<file path="src/sv/rrip_replacement_with_stream_bypass_defines.svh">
// ----------------------------------------------------------------------------
// RRIP replacement assertion macros
// Concurrent assertion helpers shared by the replacement block.
// ----------------------------------------------------------------------------
`ifndef RRIP_REPLACEMENT_WITH_STREAM_BYPASS_DEFINES_SVH
`define RRIP_REPLACEMENT_WITH_STREAM_BYPASS_DEFINES_SVH

`ifndef NO_ASSERTIONS
// Same-cycle implication, disabled during reset.
`define RRIP_ASSERT_SAME(label, clk, rst, ante, cons, msg) \
   label: assert property (@(posedge clk) disable iff (rst) (ante) |-> (cons)) \
      else $error(msg);
// Next-cycle implication, disabled during reset.
`define RRIP_ASSERT_NEXT(label, clk, rst, ante, cons, msg) \
   label: assert property (@(posedge clk) disable iff (rst) (ante) |=> (cons)) \
      else $error(msg);
`else
`define RRIP_ASSERT_SAME(label, clk, rst, ante, cons, msg)
`define RRIP_ASSERT_NEXT(label, clk, rst, ante, cons, msg)
`endif

`endif

</file>
<file path="src/sv/rrip_row_ram.sv">
// ----------------------------------------------------------------------------
// RRIP row RAM
// Simple dual-port synchronous RAM with a registered read port.
// ----------------------------------------------------------------------------
`default_nettype none

module rrip_row_ram #(
   parameter int WIDTH = 8,
   parameter int DEPTH = 16,
   parameter int ADDR_BITS = (DEPTH > 1) ? $clog2(DEPTH) : 1
) (
   input  wire logic                 clock,
   input  wire logic                 wr_en,
   input  wire logic [ADDR_BITS-1:0] wr_addr,
   input  wire logic [WIDTH-1:0]     wr_data,
   input  wire logic                 rd_en,
   input  wire logic [ADDR_BITS-1:0] rd_addr,
   output logic      [WIDTH-1:0]     rd_data
);

   logic [WIDTH-1:0] mem [DEPTH];
   logic [WIDTH-1:0] rd_data_ff;

   always_ff @(posedge clock) begin
      if (wr_en) begin
         mem[wr_addr] <= wr_data;
      end
   end

   always_ff @(posedge clock) begin
      if (rd_en) begin
         rd_data_ff <= mem[rd_addr];
      end
   end

   assign rd_data = rd_data_ff;

endmodule

`default_nettype wire

</file>
<file path="config.mk">
export PLATFORM = sky130hd
export DESIGN_NAME = rrip_row_ram
export DESIGN_NICKNAME = d
export VERILOG_FILES = /design/src/sv/rrip_replacement_with_stream_bypass_defines.svh /design/src/sv/rrip_row_ram.sv
export SDC_FILE = /design/constraint.sdc
export NUM_CORES = 1
export LEC_CHECK = 0
export BUFFER_PORTS_ARGS = -buffer_cell sky130_fd_sc_hd__buf_2
export CAP_MARGIN = 20
export CORE_AREA = 2 2 89 100
export CTS_CLUSTER_DIAMETER = 120
export DETAILED_ROUTE_END_ITERATION = 10
export DIE_AREA = 0 0 91 102
export MAX_ROUTING_LAYER = met4
export PLACE_DENSITY = 0.89
export SLEW_MARGIN = 20
export SYNTH_ARGS = -nofsm -noshare
export SYNTH_HDL_FRONTEND = slang
export SYNTH_SLANG_ARGS = --single-unit
</file>
<file path="constraint.sdc">
create_clock -name clock -period 5.3 [get_ports clock]
set_input_delay 1.59 -clock clock [delete_from_list [all_inputs] [get_ports clock]]
set_output_delay 1.59 -clock clock [all_outputs]
set_load 0.02 [all_outputs]
</file>
Yosys cells after proc, flatten, opt, wreduce, memory -nomap -nowiden
Memories as Yosys holds them, arrays and structs flattened. A register that Yosys moved wholly into a read port is not among the register bits.
Cells that the tools add are included.
{"block": "totals", "regBits": 0, "mem_bits_rw": 128, "in_bits": 19, "output_inout_bits": 8, "n_memories": 1}
{"block": "classes", "n_mux": 2}
{"memory": "mem", "words": 16, "word_bits": 8, "read_ports": 1, "rd_ports_with_merged_regs": 1, "write_ports": 1, "line_no": "rrip_row_ram.sv:21", "source": "logic [WIDTH-1:0] mem [DEPTH];"}
{"cell": "two-way mux 1 bit", "count": 2}

Logic depth before layout (Yosys ltp)
{"block": "depth", "word_depth": 2, "depth_mapped": 5, "mapped_depth_nobuf": 3}

Worst setup path before layout
Ideal clock, no wire load.
{"block": "synth_path", "path_type": "input-to-reg", "from": "input port wr_addr[2]", "to": "memory mem[0][0], enable pin", "setup_time_ns": 0.383, "arrival_ns": 2.700, "slack_ns": 2.217, "path_stages": 2, "path_cell_list": "or3b_2 nor3_1"}
{"item": "start: declaration", "line_no": "rrip_row_ram.sv:14", "source": "input wire logic [ADDR_BITS-1:0] wr_addr,"}
{"item": "end: declaration", "line_no": "rrip_row_ram.sv:21"}
No word-level cell before the write port.

==> results list <==
- Compared with the post-synthesis result, the final layout area differs by 14.96%.
- Along the worst path, the maximum fanout reaches 32.
- The detail route stage leaves a number of antenna-violating nets equal to 0.
* Diode insertion count for antenna repair: 0
- Summed over all layers, the global routing overflow is 0.
- Before CTS, the worst setup slack after placement is 1.548 ns.
- Final weighted congestion in routability-driven placement: 0.7370
- Final Skew: 0.007569 ns
- Post-synthesis instance area: 0.005228 mm^2
* Leakage Power: 1.984 nW
* Type of the worst setup path: input port to flip-flop
- After the last flow step, the layout net total stands at 287.
- Setup slack of the critical path after layout: 2.112 ns
- Setup violations remaining at the end of the flow were counted as 0.
* Number of pins exceeding their max-slew limit in the final report: 0
- Max-capacitance violation count: 0
* Std cell rows: 35
- The first TritonRoute pass finished after 7 iterations.
- Inst Count DP: 360
- Final standard cell area without fillers: 0.006010 mm^2
- Fin crit share: 60.14%
- Critical-path cell list: buf_2 -> mux4_1 -> a22oi_1 -> nand2_1
* Leading post-synthesis cells by cell area: sky130_fd_sc_hd__edfxtp_1 78%, sky130_fd_sc_hd__mux4_2 7.8%, sky130_fd_sc_hd__mux4_1 7.0%
* Critical path startpoint category: input port
- Across all layers, the routed design uses 2,460 vias.
- Of the synthesized area, sequential elements account for 78.12%.
- Wire length after detailed routing: 10,400 um
- Across all hold checks on the routed design, the worst slack comes to 0.7603 ns.
- After detailed routing, the average wire length per cell comes to 26.54 um.
- Failing checks: design-rule violations
* Mapped Avg Cell Area: 22.83 um^2
- Global routing consumed, over all layers together, 25.72% of the routing resources.
- After clock tree synthesis, the flow added hold-fix buffers numbering 0.
- In this run, synthesis produced a sequential element count of 136.
- Summing all multi-input logic gate instances after layout gives 0.001057 mm^2.
* Clock-pin slew of the registers on the worst-case setup and hold paths: 0.06 ns
- H-tree Lvls: 4
- The number of antenna violations at the first check in global routing is 0.
- Total number of clock tree sinks: 136
- Iteration-0 DRC count of the detailed router: 244
- DP Area: 0.005440 mm^2
* Number of buffers on the longest clock path: 2
* Number of instances in the synthesized netlist: 229
- Layout fillers: 473
- In the final layout, flip-flops and latches occupy 0.004084 mm^2.
- For the pin with the worst max-slew slack, the measured transition is 0.9955 ns.
- The initial utilization of the core area, before any placement, comes to 63.50%.
- Hold Fails Final Rpt: 0
* Outcome: finished, violations left
* Boundary Pins: 27
- DIE HEIGHT: 102 um
- After clock tree synthesis, the setup repair step added 0 buffers.
- Power spread over the standard cell area amounts to 406.3 mW/mm^2.
- Setup total negative slack on the finished layout was measured at 0 ns.
- The HPWL after detailed placement is 6016 um.
- Data required, critical path: 5.56 ns
* Distinct cell type count after synthesis: 18
- Full die area: 0.009282 mm^2
* Number of global-route vias before repair: 2,617
- Of the post-synthesis cell area, the dominant cell type holds 78.12%.
- Core region area: 0.008233 mm^2
- After the flow finishes, the layout carries non-filler instances totaling 392.
- Setup repair after global routing left no endpoint under its margin.
* CTS Buf Count: 17
- Horizontal die dimension: 91 um
- CTS Root Buffer Type: sky130_fd_sc_hd__clkbuf_8
- In this design, the stage delay of the slowest critical-path cell is 0.74 ns.
- In the final layout, the share of cells above drive strength 1 is 28.11%.
- # DRC: 2
* Net Count, Synth: 248
- Pin count of the biggest net entering global routing: 33
- Worst Setup End Kind: flip-flop
- Cell type with the largest total area after synthesis: sky130_fd_sc_hd__edfxtp_1
* Leading cell type in the layout, fill and taps excluded: sky130_fd_sc_hd__edfxtp_1
- Gates resized during post-CTS repair numbered 0.
- Clock latency on the worst-skew pair: 0.51 ns
- Max Clock Freq: 0.3137 GHz
* Via density per instance: 6.276
- Global-route wire length before repair: 15,790 um
* Worst path slowest cell: sky130_fd_sc_hd__buf_2
- The worst path needs 3.188 ns of the cycle, external delays included.
* Worst vdd ir: 0.2502 mV
- For this run, the number of Yosys warnings is 0.
* Arr. time, crit path: 3.44 ns
- Input and output buffers added on the ports amount to 26.
- Max-slew headroom at the worst pin: 33.63%
- The worst hold path belongs to the class flip-flop to flip-flop.
- The library cells used most frequently in the layout, excluding fill and tap cells, are 136 x sky130_fd_sc_hd__edfxtp_1, 26 x sky130_fd_sc_hd__buf_2, 18 x sky130_fd_sc_hd__mux4_2.
- Clock tree from TritonCTS: yes
## flip-flops by register name, summed over array words and instances (netlist names)
register / flops
rd_data: 8
mem: 128
## power by group
| part | leakage [nW] | total (W) | switching, W | internal [W] |
|---|---|---|---|---|
| registers | 1.24 | 0.00122 | 0.00000790 | 0.00121 |
| clock network | 0.253 | 0.00111 | 0.000442 | 0.000669 |
| logic | 0.494 | 0.000110 | 0.0000674 | 0.0000424 |
## final cells by class
cell class,count,share of cell area (%)
multi-input combinational,83,17.59
timing repair buffer,30,2.665
tap,111,2.311
clock buffer,18,6.954
clock inverter,14,2.519
sequential,136,67.96
## cell usage after synthesis, drive strengths merged
cell type / n
a22oi: 16
clkdlybuf4s25: 3
edfxtp: 136
nand3b: 2
nand2: 9
mux4: 32
and2: 1
buf: 7
and2b: 1
nand3: 1
or3b: 1
nor3: 4
nor2b: 1
nand2b: 2
nor2: 13
## kinds of logic (layout without fill, tap and decap cells)
family	Yosys count	in the layout	synth area share (%)
compound gates	16	16	2.298
buf+inv	10	62	1.651
simple gates	35	35	3.136
mux	32	32	14.79
flops	136	136	78.12
## stage by stage
stage	total power (W)	util, %
3_3_place_gp	0.001344	66.08
5_1_grt	0.002503	72.99
4_1_cts	0.002448	72.99
2_1_floorplan	0.001307	-
6_report	0.002442	72.99
3_5_place_dp	0.001351	66.08
## routing by layer
layer	vias up	GRT usage [%]	wire length, um
li1	1062	-	-
met1	1283	31.69	4087
met2	103	41.20	5581
met3	12	6.268	547
met4	0	12.00	188
met5	-	-	0
## final timing paths
check / start / endpoint / slack [ns] / depth (start not counted)
hold reg to reg: mem[12][3] / rd_data[3] / 0.76 / 3
setup reg to reg: mem[1][1] / rd_data[1] / 3.68 / 3
setup / recovery: rd_addr[0] / rd_data[2] / 2.11 / 4
hold / removal: mem[12][3] / rd_data[3] / 0.76 / 3
## critical path: cells and delay by family
kind	cells	cell delay [ns]
buffers and inverters	1	0.74
multiplexers	1	0.68
AO/OA/AOI/OAI	1	0.30
AND/OR/NAND/NOR	1	0.10
No activity file was read; power rests on OpenSTA's default activity.
