**src/sv/rrip_replacement_with_stream_bypass_defines.svh**
```systemverilog
// ----------------------------------------------------------------------------
// RRIP replacement assertion macros
// Concurrent assertion helpers shared by the replacement block.
// ----------------------------------------------------------------------------
`ifndef RRIP_REPLACEMENT_WITH_STREAM_BYPASS_DEFINES_SVH
`define RRIP_REPLACEMENT_WITH_STREAM_BYPASS_DEFINES_SVH

`ifndef NO_ASSERTIONS
// Same-cycle implication, disabled during reset.
`define RRIP_ASSERT_SAME(label, clk, rst, ante, cons, msg) \
   label: assert property (@(posedge clk) disable iff (rst) (ante) |-> (cons)) \
      else $error(msg);
// Next-cycle implication, disabled during reset.
`define RRIP_ASSERT_NEXT(label, clk, rst, ante, cons, msg) \
   label: assert property (@(posedge clk) disable iff (rst) (ante) |=> (cons)) \
      else $error(msg);
`else
`define RRIP_ASSERT_SAME(label, clk, rst, ante, cons, msg)
`define RRIP_ASSERT_NEXT(label, clk, rst, ante, cons, msg)
`endif

`endif

```
**src/sv/rrip_pkg.sv**
```systemverilog
// ----------------------------------------------------------------------------
// RRIP replacement package
// Sizes, row layout, request and response types shared by the block.
// ----------------------------------------------------------------------------
`default_nettype none

package rrip_pkg;

   localparam int NUM_SETS   = 2048;
   localparam int NUM_WAYS   = 16;
   localparam int STREAM_LEN = 4;

   localparam int SET_BITS   = (NUM_SETS > 1) ? $clog2(NUM_SETS) : 1;
   localparam int SET_FIELD  = 11;
   localparam int WAY_FIELD  = 4;
   localparam int ADDR_FIELD = 16;
   localparam int PC_FIELD   = 18;
   localparam int SIG_WIDTH  = 5;
   localparam int STREAK_BITS = 3;

   localparam logic [1:0] RRPV_TOP    = 2'd3;
   localparam logic [1:0] OUTCOME_TOP = 2'd3;
   localparam logic [1:0] OUTCOME_RST = 2'd1;
   localparam logic [1:0] OUTCOME_HOT = 2'd2;
   localparam logic [STREAK_BITS-1:0] STREAK_LEN = STREAK_BITS'(STREAM_LEN);

   localparam logic REQ_QUERY  = 1'b0;
   localparam logic REQ_UPDATE = 1'b1;

   typedef struct packed {
      logic [1:0]           rrpv;
      logic [1:0]           outcome;
      logic [SIG_WIDTH-1:0] sig;
   } line_type;

   typedef struct packed {
      line_type [NUM_WAYS-1:0]  line;
      logic [ADDR_FIELD-1:0]    last_addr;
      logic [ADDR_FIELD-1:0]    stride_delta;
      logic [STREAK_BITS-1:0]   streak;
   } row_type;

   localparam int ROW_BITS = $bits(row_type);

   typedef struct packed {
      logic                  kind;
      logic [SET_FIELD-1:0]  set_index;
      logic [WAY_FIELD-1:0]  way_index;
      logic [ADDR_FIELD-1:0] line_addr;
      logic [PC_FIELD-1:0]   pc_bits;
      logic                  hit_flag;
      logic                  victim_present;
   } req_item_type;

   typedef struct packed {
      logic [WAY_FIELD-1:0] victim_way;
      logic                 streaming_seen;
   } rsp_item_type;

   typedef enum logic [1:0] {
      ST_CLEAR,
      ST_IDLE,
      ST_EXEC
   } state_type;

   function automatic row_type reset_row();
      row_type r;
      for (int w = 0; w < NUM_WAYS; w++) begin
         r.line[w].rrpv    = RRPV_TOP;
         r.line[w].outcome = OUTCOME_RST;
         r.line[w].sig     = '0;
      end
      r.last_addr    = '0;
      r.stride_delta = '0;
      r.streak       = '0;
      return r;
   endfunction

   function automatic logic [SIG_WIDTH-1:0] sig_hash(input logic [PC_FIELD-1:0] pc);
      return pc[4:0] ^ pc[11:7] ^ pc[17:13];
   endfunction

endpackage

`default_nettype wire

```
**src/sv/rrip_update.sv**
```systemverilog
// ----------------------------------------------------------------------------
// RRIP row update
// Computes the new set row and the response for one request.
// ----------------------------------------------------------------------------
`default_nettype none

module rrip_update (
   input  wire rrip_pkg::req_item_type req,
   input  wire rrip_pkg::row_type      row_in,
   output rrip_pkg::row_type           row_out,
   output rrip_pkg::rsp_item_type      rsp
);

   import rrip_pkg::*;

   logic                   any3;
   logic                   any2;
   logic                   any1;
   logic [1:0]             age_add;
   logic [ADDR_FIELD-1:0]  delta;
   logic                   stride_match;
   logic [STREAK_BITS-1:0] streak_next;
   logic                   strm;
   logic [SIG_WIDTH-1:0]   sig;

   always_comb begin
      any3 = 1'b0;
      any2 = 1'b0;
      any1 = 1'b0;
      for (int w = 0; w < NUM_WAYS; w++) begin
         any3 = any3 | (row_in.line[w].rrpv == 2'd3);
         any2 = any2 | (row_in.line[w].rrpv == 2'd2);
         any1 = any1 | (row_in.line[w].rrpv == 2'd1);
      end
      if (any3) begin
         age_add = 2'd0;
      end else if (any2) begin
         age_add = 2'd1;
      end else if (any1) begin
         age_add = 2'd2;
      end else begin
         age_add = 2'd3;
      end
   end

   // Stride detector over the low address bits.
   always_comb begin
      delta        = req.line_addr - row_in.last_addr;
      stride_match = (row_in.streak != '0) && (delta == row_in.stride_delta) &&
                     (delta != '0);
      if (stride_match) begin
         streak_next = (row_in.streak < STREAK_LEN) ?
                       row_in.streak + STREAK_BITS'(1) : row_in.streak;
      end else begin
         streak_next = STREAK_BITS'(1);
      end
      strm = stride_match && (streak_next >= STREAK_LEN);
      sig  = sig_hash(req.pc_bits);
   end

   always_comb begin
      row_out = row_in;
      rsp     = '0;
      case (req.kind)
         REQ_QUERY: begin
            for (int w = 0; w < NUM_WAYS; w++) begin
               row_out.line[w].rrpv = row_in.line[w].rrpv + age_add;
            end
            for (int w = NUM_WAYS - 1; w >= 0; w--) begin
               if (row_out.line[w].rrpv == RRPV_TOP) begin
                  rsp.victim_way = WAY_FIELD'(w);
               end
            end
         end
         REQ_UPDATE: begin
            row_out.last_addr = req.line_addr;
            row_out.streak    = streak_next;
            if (!stride_match) begin
               row_out.stride_delta = delta;
            end
            for (int w = 0; w < NUM_WAYS; w++) begin
               if (int'(req.way_index) == w) begin
                  if (req.hit_flag) begin
                     row_out.line[w].rrpv = 2'd0;
                     if (row_in.line[w].outcome < OUTCOME_TOP) begin
                        row_out.line[w].outcome = row_in.line[w].outcome + 2'd1;
                     end
                  end else if (strm) begin
                     row_out.line[w].rrpv = RRPV_TOP;
                  end else begin
                     row_out.line[w].rrpv =
                        (row_in.line[w].outcome >= OUTCOME_HOT) ? 2'd0 : RRPV_TOP;
                     row_out.line[w].sig = sig;
                  end
               end
            end
            // A miss that evicted a line decays every outcome counter in the set.
            if (!req.hit_flag && req.victim_present) begin
               for (int w = 0; w < NUM_WAYS; w++) begin
                  if (row_out.line[w].outcome != 2'd0) begin
                     row_out.line[w].outcome = row_out.line[w].outcome - 2'd1;
                  end
               end
            end
            rsp.streaming_seen = strm;
         end
         default: begin
            row_out = row_in;
         end
      endcase
   end

endmodule

`default_nettype wire

```
**config.mk**
```make
export PLATFORM = sky130hd
export DESIGN_NAME = rrip_update
export DESIGN_NICKNAME = d
export VERILOG_FILES = /design/src/sv/rrip_replacement_with_stream_bypass_defines.svh /design/src/sv/rrip_pkg.sv /design/src/sv/rrip_update.sv
export SDC_FILE = /design/constraint.sdc
export NUM_CORES = 1
export LEC_CHECK = 0
export ABC_AREA = 0
export BUFFER_PORTS_ARGS = -buffer_cell sky130_fd_sc_hd__buf_2
export CAP_MARGIN = 40
export CORE_AREA = 3 3 161 163
export DETAILED_ROUTE_END_ITERATION = 10
export DIE_AREA = 0 0 164 166
export PLACE_DENSITY = 0.56
export SYNTH_ARGS = -nofsm -noshare
export SYNTH_HDL_FRONTEND = slang
export SYNTH_SLANG_ARGS = --single-unit
```
**constraint.sdc**
```tcl
create_clock -name vclk -period 7.8
set_clock_uncertainty 0.05 [all_clocks]
set_input_delay 1.56 -clock vclk [all_inputs]
set_output_delay 1.56 -clock vclk [all_outputs]
set_load 0.02 [all_outputs]
```
======== Yosys cells after proc, flatten, opt, wreduce, memory -nomap -nowiden ========
Index checks and enable logic that the tools add are counted.
storage, ports and cells
  logic and storage cells ................. 468
  bits in registers ....................... 0
  output and inout bits ................... 184
  input bits .............................. 231
cells by class
  eq/ne operators ......................... 80
  reductions and logical operators ........ 24
  bitwise logic cells ..................... 48
  $add $sub $neg .......................... 50
  multiplexer cells ....................... 232
  $lt $le $gt $ge ......................... 34
operators by type and width
  cell                   count
  $mux W9                32
  $mux W2                114
  $mux W5                32
  $mux W7                15
  $eq A2 B2 Y1 const B   48
  $mux W4                17
  $pmux W2 S2            16
  $or A1 B1 Y1           45
  $mux W42               1
  $add A2 B1 Y2 const B  16
  $add A2 B2 Y2          16
  $eq A2 B1 Y1 const B   16
  $eq A4 B4 Y1 const B   8
  $ge A2 B2 Y1 const B   16
  $lt A2 B2 Y1 const B   16
  $reduce_bool A2 Y1     16
  $sub A2 B1 Y2 const B  16
  $eq A16 B16 Y1         1
  $eq A4 B3 Y1 const B   4
  $mux W16               1
  $reduce_bool A16 Y1    1
  $sub A16 B16 Y16       1
  $xor A5 B5 Y5          2
  $eq A4 B2 Y1 const B   2
  other kinds (11)       16

======== Longest topological paths before layout ========
Gate-level depths: netlist (run 1).
  depth in word-level cells ............... 38
  mapped depth ............................ 17
  mapped depth without buffers ............ 13

======== Worst setup path after synthesis (run 1) ========
OpenSTA, ideal clock, no wires.
  path type ............................... input port to output port
  start ................................... input port req[20] (netlist bit)
  end ..................................... output port row_out[134] (netlist bit)
  arrival time ............................ 4.915 ns
  slack ................................... 1.275 ns
  stages .................................. 15
  data required time ...................... 6.190 ns
  buffers on the path ..................... 2
  path through ............................ inv_1 -> ha_1 -> inv_1 -> fa_1 -> a211oi_1 -> o21a_1 -> buf_2 -> xnor2_1 -> or4_1 -> or3_1 -> o211ai_1 -> nor4_4 -> buf_4 -> nor3_2 -> mux2_1
RTL lines
  what                line               source
  start: declaration  rrip_update.sv:8   input wire rrip_pkg::req_item_type req,
  end: declaration    rrip_update.sv:10  output rrip_pkg::row_type row_out,

==> results.sh, run 1 <==
export IMPL_outcome="completed"
export IMPL_syn_to_final_growth_pct=40.40
export IMPL_postRouteAntennaNets=0
export IMPL_n_clock_buffer=0
export IMPL_min_period_ns=7.334
export IMPL_nets=1565
export IMPL_combPwrFrac=1.000
export IMPL_gp_congestion=0.9552
export IMPL_post_cts_setup_buffers=0
export IMPL_power_switching_w=0.0003924
export IMPL_syn_mean_instance_area_um2=6.402
export IMPL_drc=0
export IMPL_critPathRequiredTime_ns=6.19
export IMPL_finalCritPeriodShare=0.9402
export IMPL_power_frac_seq=0
export IMPL_min_path_cells=3
export IMPL_arrival_ns=5.72
export IMPL_dr_pass1_iters=5
export IMPL_dpl_hpwl_um=28190
export IMPL_rsz0062_at_grt="no"
export IMPL_hold_viol_final=0
export IMPL_grt_start_max_net_pins=92
export IMPL_vias=8444
export IMPL_grt_pass1_vias=7990
export IMPL_drive_gt1_frac=0.4122
export IMPL_path_max_fanout=18
export IMPL_tightest_slew_ns=0.8273
export IMPL_syn_area_um2=5941
export IMPL_relSlewSlack=0.4442
export IMPL_track_usage=0.2224
export IMPL_end_kind="primary output"
export IMPL_wl_um=32990
export IMPL_syn_inst=928
export IMPL_crit_path_end="row_out[51]"
export IMPL_cts_hold_buf=0
export IMPL_die_w_um=164
export IMPL_holdWs_ns=3.393
export IMPL_synth_cell_type_count=65
export IMPL_irDropWorstVdd_uv=45.92
export IMPL_register_area_um2=0
export IMPL_drt_iter0_markers=549
export IMPL_grt_overflow=0
export IMPL_start_util=0.2429
export IMPL_timing_setup_tns_ns=0
export IMPL_syn_num_nets=1193
export IMPL_cts_resized=0
export IMPL_rows=57
export IMPL_grt_pass1_wl_um=48110
export IMPL_start_kind="primary input"
export IMPL_final_max_slew_viol_count=0
export IMPL_ys_seq_area_frac=0
export IMPL_leakagePower_nw=4.069
export IMPL_antenna_found_initial=2
export IMPL_worstSetupPathType="in2out"
export IMPL_fmax_mhz=136.4
export IMPL_num_io_pins=415
export IMPL_p_clk_frac=0
export IMPL_nFlopsAndLatches=0
export IMPL_setup_viol=0
export IMPL_hold_class="in2out"
export IMPL_routed_via_density=5.200
export IMPL_drv_cap=0
export IMPL_intPower_w=0.0002376
export IMPL_ys_warn_count=0
export IMPL_p_sw_frac=0.6229
export IMPL_crit_start="req[20]"
export IMPL_power_density_nw_per_um2=75.54
export IMPL_portBuffers=401
export IMPL_wl_per_cell_um=20.31
export IMPL_fp_dieH_um=166
export IMPL_dieArea_um2=27220
export IMPL_core_area_um2=24460
## critical path, cell delays in order
cell,delay [ns]
buf_2,0.10
inv_1,0.05
ha_1,0.16
inv_1,0.06
fa_1,0.40
a211oi_1,0.36
o21a_1,0.35
a211oi_1,0.14
or3_1,0.41
mux2_2,0.31
nand4bb_1,0.23
nor4_4,0.31
buf_4,0.33
buf_4,0.33
o211ai_1,0.20
nand2_1,0.21
buf_2,0.19
## how the worst min path moves through the flow
stage,from,to
CTS,row_in[137],row_out[137]
global route,row_in[134],row_out[134]
detailed placement,row_in[137],row_out[137]
finish,row_in[137],row_out[137]
floorplan,row_in[49],row_out[49]
global placement,row_in[135],row_out[135]
## logic make-up after synthesis
kind of cell / after synthesis / synth area share
simple gates: 321 / 0.2624
compound gates: 296 / 0.3033
buf+inv: 112 / 0.07203
mux: 99 / 0.1872
xor+xnor: 66 / 0.1021
fa+ha+maj: 34 / 0.07287
## layout make-up
| type | instances | area [um^2] |
|---|---|---|
| multi-input cells | 816 | 5513 |
| well taps | 324 | 405.4 |
| diodes | 2 | 5.005 |
| repair buffers | 424 | 2200 |
| inverters | 58 | 217.7 |
| fillers | 2738 | 16120 |
## cell usage in the layout (no fill, tap or decap), types with 5 or more instances in the layout
master,instances
xor2_1,20
o21ai_0,144
o22ai_1,6
nor3_2,11
nor2_1,31
o211ai_1,26
and2_1,5
nand4_1,5
inv_1,58
ha_1,33
nor3_1,16
buf_2,401
o2111ai_1,8
a31oi_1,20
a21oi_1,33
a22o_1,6
mux2_1,5
nor2b_1,13
mux2_2,92
xnor2_1,44
nand2_1,171
nand3_1,17
buf_4,22
a22oi_1,5
a221oi_1,7
a21o_1,8
nand2b_1,19
a211oi_1,8
## through the flow
| step | instances | worst slack [ns] | utilization | instance area, um^2 | total power (W) |
|---|---|---|---|---|---|
| 6_report | 1624 | 0.4661 | 0.3410 | 8341 | 0.0006300 |
| 5_1_grt | 1623 | 0.1668 | 0.3409 | 8338 | 0.0006839 |
| 4_1_cts | 1622 | 0.4191 | 0.3408 | 8335 | 0.0006282 |
| 3_5_place_dp | 1622 | 0.4161 | 0.3408 | 8335 | 0.0006247 |
| 3_3_place_gp | 1619 | 0.4278 | 0.3391 | 8295 | 0.0006201 |
| 2_1_floorplan | 928 | 1.275 | - | 5941 | 0.0003790 |
## power groups by stage
stage,combinational [W],sequential [W],clock (W)
finish,0.000630,0,0.0000000000344
detailed placement,0.000625,0,0
CTS,0.000628,0,0
global placement,0.000620,0,0
floorplan,0.000379,0,0
global route,0.000684,0,0.0000000000172
## layer usage
layer	share of wire	routed length (um)	GRT usage	vias to the layer above
li1	-	-	-	4093
met3	0.071	2348	0.02869	28
met4	0.017	567	0.03531	2
met5	0.00021	7	0	-
met2	0.48	15680	0.3852	367
met1	0.44	14380	0.2985	3954
## Yosys cell counts (5+ instances only)
cell type | count | area share
nand2_1 | 171 | 0.11
o21ai_0 | 144 | 0.12
mux2_2 | 92 | 0.17
inv_1 | 58 | 0.037
clkbuf_1 | 47 | 0.030
xnor2_1 | 44 | 0.065
a21oi_1 | 33 | 0.028
ha_1 | 33 | 0.070
nor2_1 | 31 | 0.020
o211ai_1 | 26 | 0.033
a31oi_1 | 20 | 0.021
xor2_1 | 20 | 0.029
nand2b_1 | 19 | 0.020
nand3_1 | 17 | 0.014
nor3_1 | 16 | 0.013
nor2b_1 | 13 | 0.014
nor3_2 | 11 | 0.019
a211oi_1 | 8 | 0.010
a21o_1 | 8 | 0.010
o2111ai_1 | 8 | 0.012
a221oi_1 | 7 | 0.010
a22o_1 | 6 | 0.0088
o22ai_1 | 6 | 0.0063
a22oi_1 | 5 | 0.0063
and2_1 | 5 | 0.0053
mux2_1 | 5 | 0.0095
nand4_1 | 5 | 0.0053
Power figures use the tool's default switching activity.
==> run 2: changes to the inputs <==
- BUFFER_PORTS_ARGS: -buffer_cell sky130_fd_sc_hd__buf_2 -> default
- CORE_AREA: 3 3 161 163 -> 3 3 160 162
- DIE_AREA: 0 0 164 166 -> 0 0 163 165
- DONT_BUFFER_PORTS: default -> 1
- PLACE_DENSITY: 0.56 -> 0.42
==> run 2 against run 1 <==
Compared with the run above:
- critical path depth shrank 3
- routed wire length shrank 5.1%
- die area shrank 1.2%
- via count shrank 19%
- fmax shrank 1.5%
- setup slack lost 0.11 ns
- clock-buffer cell count is the same
- largest cell class unchanged
- largest power group unchanged
==> results.sh, run 2 (synthesis results as in run 1) <==
export IMPL_grt_pass1_wl_um=44930
export IMPL_grt_start_max_net_pins=151
export IMPL_dp_cells=1213
export IMPL_finalCritPeriodShare=0.9544
export IMPL_postRouteAntennaNets=0
export IMPL_post_cts_setup_buffers=0
export IMPL_dr_pass1_iters=5
export IMPL_gp_congestion=0.9274
export IMPL_cts_resized=0
export IMPL_multi_input_area_um2=5513
export IMPL_grt_pass1_vias=6640
export IMPL_path_max_fanout=34
export IMPL_routed_via_density=5.630
export IMPL_finalNonFillerCells=1214
export IMPL_relSlewSlack=0.4014
export IMPL_track_usage=0.2166
export IMPL_hold_class="in2out"
export IMPL_hold_viol_final=0
export IMPL_wl_per_cell_um=25.78
export IMPL_gr_usage_met1=0.2781
export IMPL_fin_util=0.2585
export IMPL_rows=57
export IMPL_design_area_um2=6269
export IMPL_critPathMaxStageDelay_ns=0.68
export IMPL_die_w_um=163
export IMPL_grt_overflow=0
export IMPL_fill_cells=2779
export IMPL_worstSetupPathType="in2out"
export IMPL_portBuffers=0
export IMPL_crit_chain="inv_1, ha_1, inv_1, fa_1, a211oi_1, o21a_1, xnor2_1, or4_1, or3_1, o211ai_1, nor4_4, buf_12, nor3_1, mux2_2"
export IMPL_critical_path_top_delay_family="simple AND/OR/NAND/NOR gates"
export IMPL_critPathRequiredTime_ns=6.19
export IMPL_irDropWorstVdd_uv=39.10
export IMPL_num_io_pins=415
export IMPL_grt_util_met3=0.05894
export IMPL_fp_dieH_um=165
export IMPL_nets=1156
export IMPL_outcome="completed"
export IMPL_antenna_found_initial=2
export IMPL_layout_common_cells="nand2_1, o21ai_0, mux2_2, inv_1, xnor2_1"
export IMPL_power_density_nw_per_um2=74.53
export IMPL_fmax_mhz=134.3
export IMPL_postPlaceCellArea_um2=6266
export IMPL_tightest_slew_ns=0.8886
export IMPL_dpl_hpwl_um=26610
export IMPL_cp_buffers_inverters=3
export IMPL_cts_hold_buf=0
export IMPL_vias=6835
export IMPL_n_clock_buffer=0
export IMPL_leakagePower_nw=2.438
export IMPL_slowest_stage="nor3_1"
export IMPL_register_area_um2=0
export IMPL_start_kind="primary input"
export IMPL_drv_cap=0
export IMPL_dieArea_um2=26900
export IMPL_final_max_slew_viol_count=0
export IMPL_finalPower_w=0.0004672
export IMPL_path_common_cell="inv_1"
export IMPL_nFlopsAndLatches=0
export IMPL_min_period_ns=7.444
export IMPL_drc=0
export IMPL_drt_iter0_markers=455
export IMPL_syn_to_final_growth_pct=5.518
export IMPL_final_common_cell="nand2_1"
export IMPL_grt_use_met2=0.3717
export IMPL_crit_path_end="row_out[145]"
export IMPL_start_util=0.2450
export IMPL_rsz0062_at_grt="no"
export IMPL_wl_um=31290
export IMPL_crit_cells=14
export IMPL_timing_setup_tns_ns=0
export IMPL_drive_gt1_frac=0.1417
export IMPL_crit_start="req[20]"
export IMPL_arrival_ns=5.83
export IMPL_core_area_um2=24250
export IMPL_end_kind="primary output"
export IMPL_min_from="row_in[49]"
export IMPL_setup_viol=0
export IMPL_top_usage_layer="met2"
==> run 2: cell count changes in the layout (fill, tap and decap cells not counted), sizes merged <==
cell,previous run,this run
buf,424,14
clkdlybuf4s18,0,1
diode,2,1
==> run 2: layer usage <==
metal | routed length [um] | part of all wire | up-vias
li1 | - | - | 3270
met1 | 13310 | 0.43 | 3179
met2 | 14560 | 0.47 | 358
met3 | 2901 | 0.093 | 26
met4 | 511 | 0.016 | 2
met5 | 13 | 0.00042 | -
==> run 2: how the worst min path moves through the flow <==
stage / cells after the start / slack (ns) / end
detailed placement: 1 / 3.26 / row_out[49]
global placement: 1 / 3.26 / row_out[49]
global route: 1 / 3.26 / row_out[49]
floorplan: 1 / 3.25 / row_out[49]
finish: 1 / 3.26 / row_out[49]
CTS: 1 / 3.26 / row_out[49]
==> run 2: power breakdown <==
part	switching, W	total, W	internal (W)
clock	0	0.00000000000414	0.00000000000413
combinational	0.000314	0.000467	0.000153
sequential	0	0	0
total	0.000314	0.000467	0.000153
==> run 2: metrics by stage <==
stage               setup WS [ns]  hold slack [ns]
global route               0.1826            3.261
finish                     0.3561            3.259
detailed placement         0.4685            3.256
floorplan                   1.275            3.245
CTS                        0.4523            3.258
global placement           0.4822            3.257
==> run 2: layout make-up <==
cell class / instances / area share
Multi-Input combinational cell: 816 / 0.8794
Inverter: 58 / 0.03473
Timing Repair Buffer: 15 / 0.02076
Tap cell: 324 / 0.06467
Antenna cell: 1 / 0.0003992
==> run 3: changes to the inputs <==
--- a/config.mk
+++ b/config.mk
@@ -8,7 +8,7 @@
 export ABC_AREA = 0
 export CAP_MARGIN = 40
-export CORE_AREA = 3 3 160 162
+export CORE_AREA = 2 2 159 161
 export DETAILED_ROUTE_END_ITERATION = 10
-export DIE_AREA = 0 0 163 165
+export DIE_AREA = 0 0 161 163
 export DONT_BUFFER_PORTS = 1
 export PLACE_DENSITY = 0.42
==> constraint.sdc (replaced) <==
create_clock -name vclk -period 7.8
set_clock_uncertainty 0.05 [all_clocks]
set_input_delay 1.56 -clock vclk [all_inputs]
set_output_delay 1.56 -clock vclk [all_outputs]
set_load 0.1 [all_outputs]
==> run 3 against run 2 <==
Compared with the run above:
- combinational power up 130%
- first-iteration DRC count down 1.1%
- flip-flop and latch count unchanged
- sequential share of layout area unchanged
- final cell count up 10%
- clock-buffer cell count unchanged
- power up 130%
- worst hold slack better by 0.029 ns
- core utilization up 6.7 points
- cell area up 28%
- routed wire length up 3.0%
==> results.sh, run 3 (synthesis results as in run 1) <==
export IMPL_end_kind="primary output"
export IMPL_postRouteAntennaNets=0
export IMPL_arrival_ns=5.66
export IMPL_fin_util=0.3251
export IMPL_fmax_mhz=137.6
export IMPL_rsz0062_at_grt="no"
export IMPL_hold_class="in2out"
export IMPL_irDropWorstVdd_uv=113.4
export IMPL_dr_pass1_iters=5
export IMPL_grt_start_max_net_pins=151
export IMPL_gp_congestion=0.9385
export IMPL_min_period_ns=7.269
export IMPL_fp_dieH_um=163
export IMPL_wl_per_cell_um=24.08
export IMPL_dp_worst_setup_slack_ns=0.5778
export IMPL_relSlewSlack=0.4279
export IMPL_grt_pass1_wl_um=47140
export IMPL_num_antenna_cells=0
export IMPL_combPwrFrac=1.000
export IMPL_n_clock_buffer=0
export IMPL_post_cts_setup_buffers=0
export IMPL_final_common_cell="nand2_1"
export IMPL_track_usage=0.2312
export IMPL_tightest_slew_ns=0.8402
export IMPL_syn_to_final_growth_pct=35.00
export IMPL_dpl_hpwl_um=27370
export IMPL_timing_setup_tns_ns=0
export IMPL_core_area_um2=24670
export IMPL_cts_hold_buf=0
export IMPL_power_switching_w=0.0007981
export IMPL_outcome="completed"
export IMPL_path_max_fanout=34
export IMPL_routed_via_density=5.435
export IMPL_fin_ws_ns=0.5313
export IMPL_nets=1276
export IMPL_leakagePower_nw=3.304
export IMPL_critPathRequiredTime_ns=6.19
export IMPL_grt_overflow=0
export IMPL_dieArea_um2=26240
export IMPL_cts_resized=0
export IMPL_finalCritPeriodShare=0.9319
export IMPL_drt_iter0_markers=450
export IMPL_drv_cap=0
export IMPL_p_clk_frac=0
export IMPL_drc=0
export IMPL_vias=7278
export IMPL_hold_viol_final=0
export IMPL_register_area_um2=0
export IMPL_layout_common_cells="nand2_1, o21ai_0, mux2_2, buf_4, inv_1"
export IMPL_final_max_slew_viol_count=0
export IMPL_drive_gt1_frac=0.2983
export IMPL_die_w_um=161
export IMPL_setup_viol=0
export IMPL_power_density_nw_per_um2=132.1
export IMPL_num_io_pins=415
export IMPL_worstSetupPathType="in2out"
export IMPL_start_kind="primary input"
export IMPL_p_sw_frac=0.7531
export IMPL_grt_pass1_vias=7186
export IMPL_power_frac_seq=0
export IMPL_portBuffers=0
export IMPL_antenna_found_initial=0
export IMPL_start_util=0.2408
export IMPL_intPower_w=0.0002616
export IMPL_nFlopsAndLatches=0
export IMPL_wl_um=32250
export IMPL_rows=58
[run 3: cell types whose count changed in the layout (fill, tap and decap cells not counted), moves of 3 or more]
cell	before	now
buf_12	1	16
a31oi_1	20	17
o21ai_2	0	45
buf_8	1	28
buf_16	0	11
buf_4	10	79
a31oi_2	0	3
o21ai_0	144	99
[run 3: path summary, 6_finish.rpt]
check / startpoint / endpoint / slack (ns) / depth (start not counted)
worst max-delay path: req[20] / row_out[117] / 0.53 / 14
worst min-delay path: row_in[85] / row_out[85] / 3.29 / 2
[run 3: metal layers]
metal / part of all wire / track usage / wire [um] / up-vias
li1: - / - / - / 3519
met1: 0.43 / 0.2918 / 13710 / 3402
met2: 0.49 / 0.4157 / 15680 / 338
met3: 0.077 / 0.05017 / 2479 / 19
met4: 0.012 / 0.02476 / 375 / 0
met5: 0 / 0 / 0 / -
[run 3: area by class of cell]
cell class,instances,area (um^2)
repair buffers,135,1648
inverters,58,217.7
well taps,330,412.9
multi-input cells,816,5742
fillers,2732,16650
[run 3: critical path, stage by stage]
cell      delay, ns
inv_1          0.04
ha_1           0.16
inv_1          0.05
fa_1           0.40
a211oi_1       0.42
o21a_1         0.39
xnor2_1        0.16
or4_1          0.44
or3_1          0.32
o211ai_1       0.30
nor4_4         0.10
buf_12         0.19
nor3_2         0.47
mux2_2         0.62
[run 3: power groups by stage]
stage          Clock [W]  Combinational (W)  Sequential, W
2_1_floorplan          0           0.000831              0
3_3_place_gp           0            0.00100              0
3_5_place_dp           0            0.00106              0
4_1_cts                0            0.00106              0
5_1_grt                0            0.00110              0
6_report               0            0.00106              0
[run 3: through the flow]
step                      instances  total power (W)  cell area [um^2]  hold WS [ns]
final                          1339         0.001060              8020         3.288
after global routing           1339         0.001103              8020         3.295
after CTS                      1339         0.001061              8020         3.289
after detailed placement       1339         0.001058              8020         3.289
after global placement         1302         0.001002              7388         3.332
after floorplan                 928        0.0008309              5946         3.507
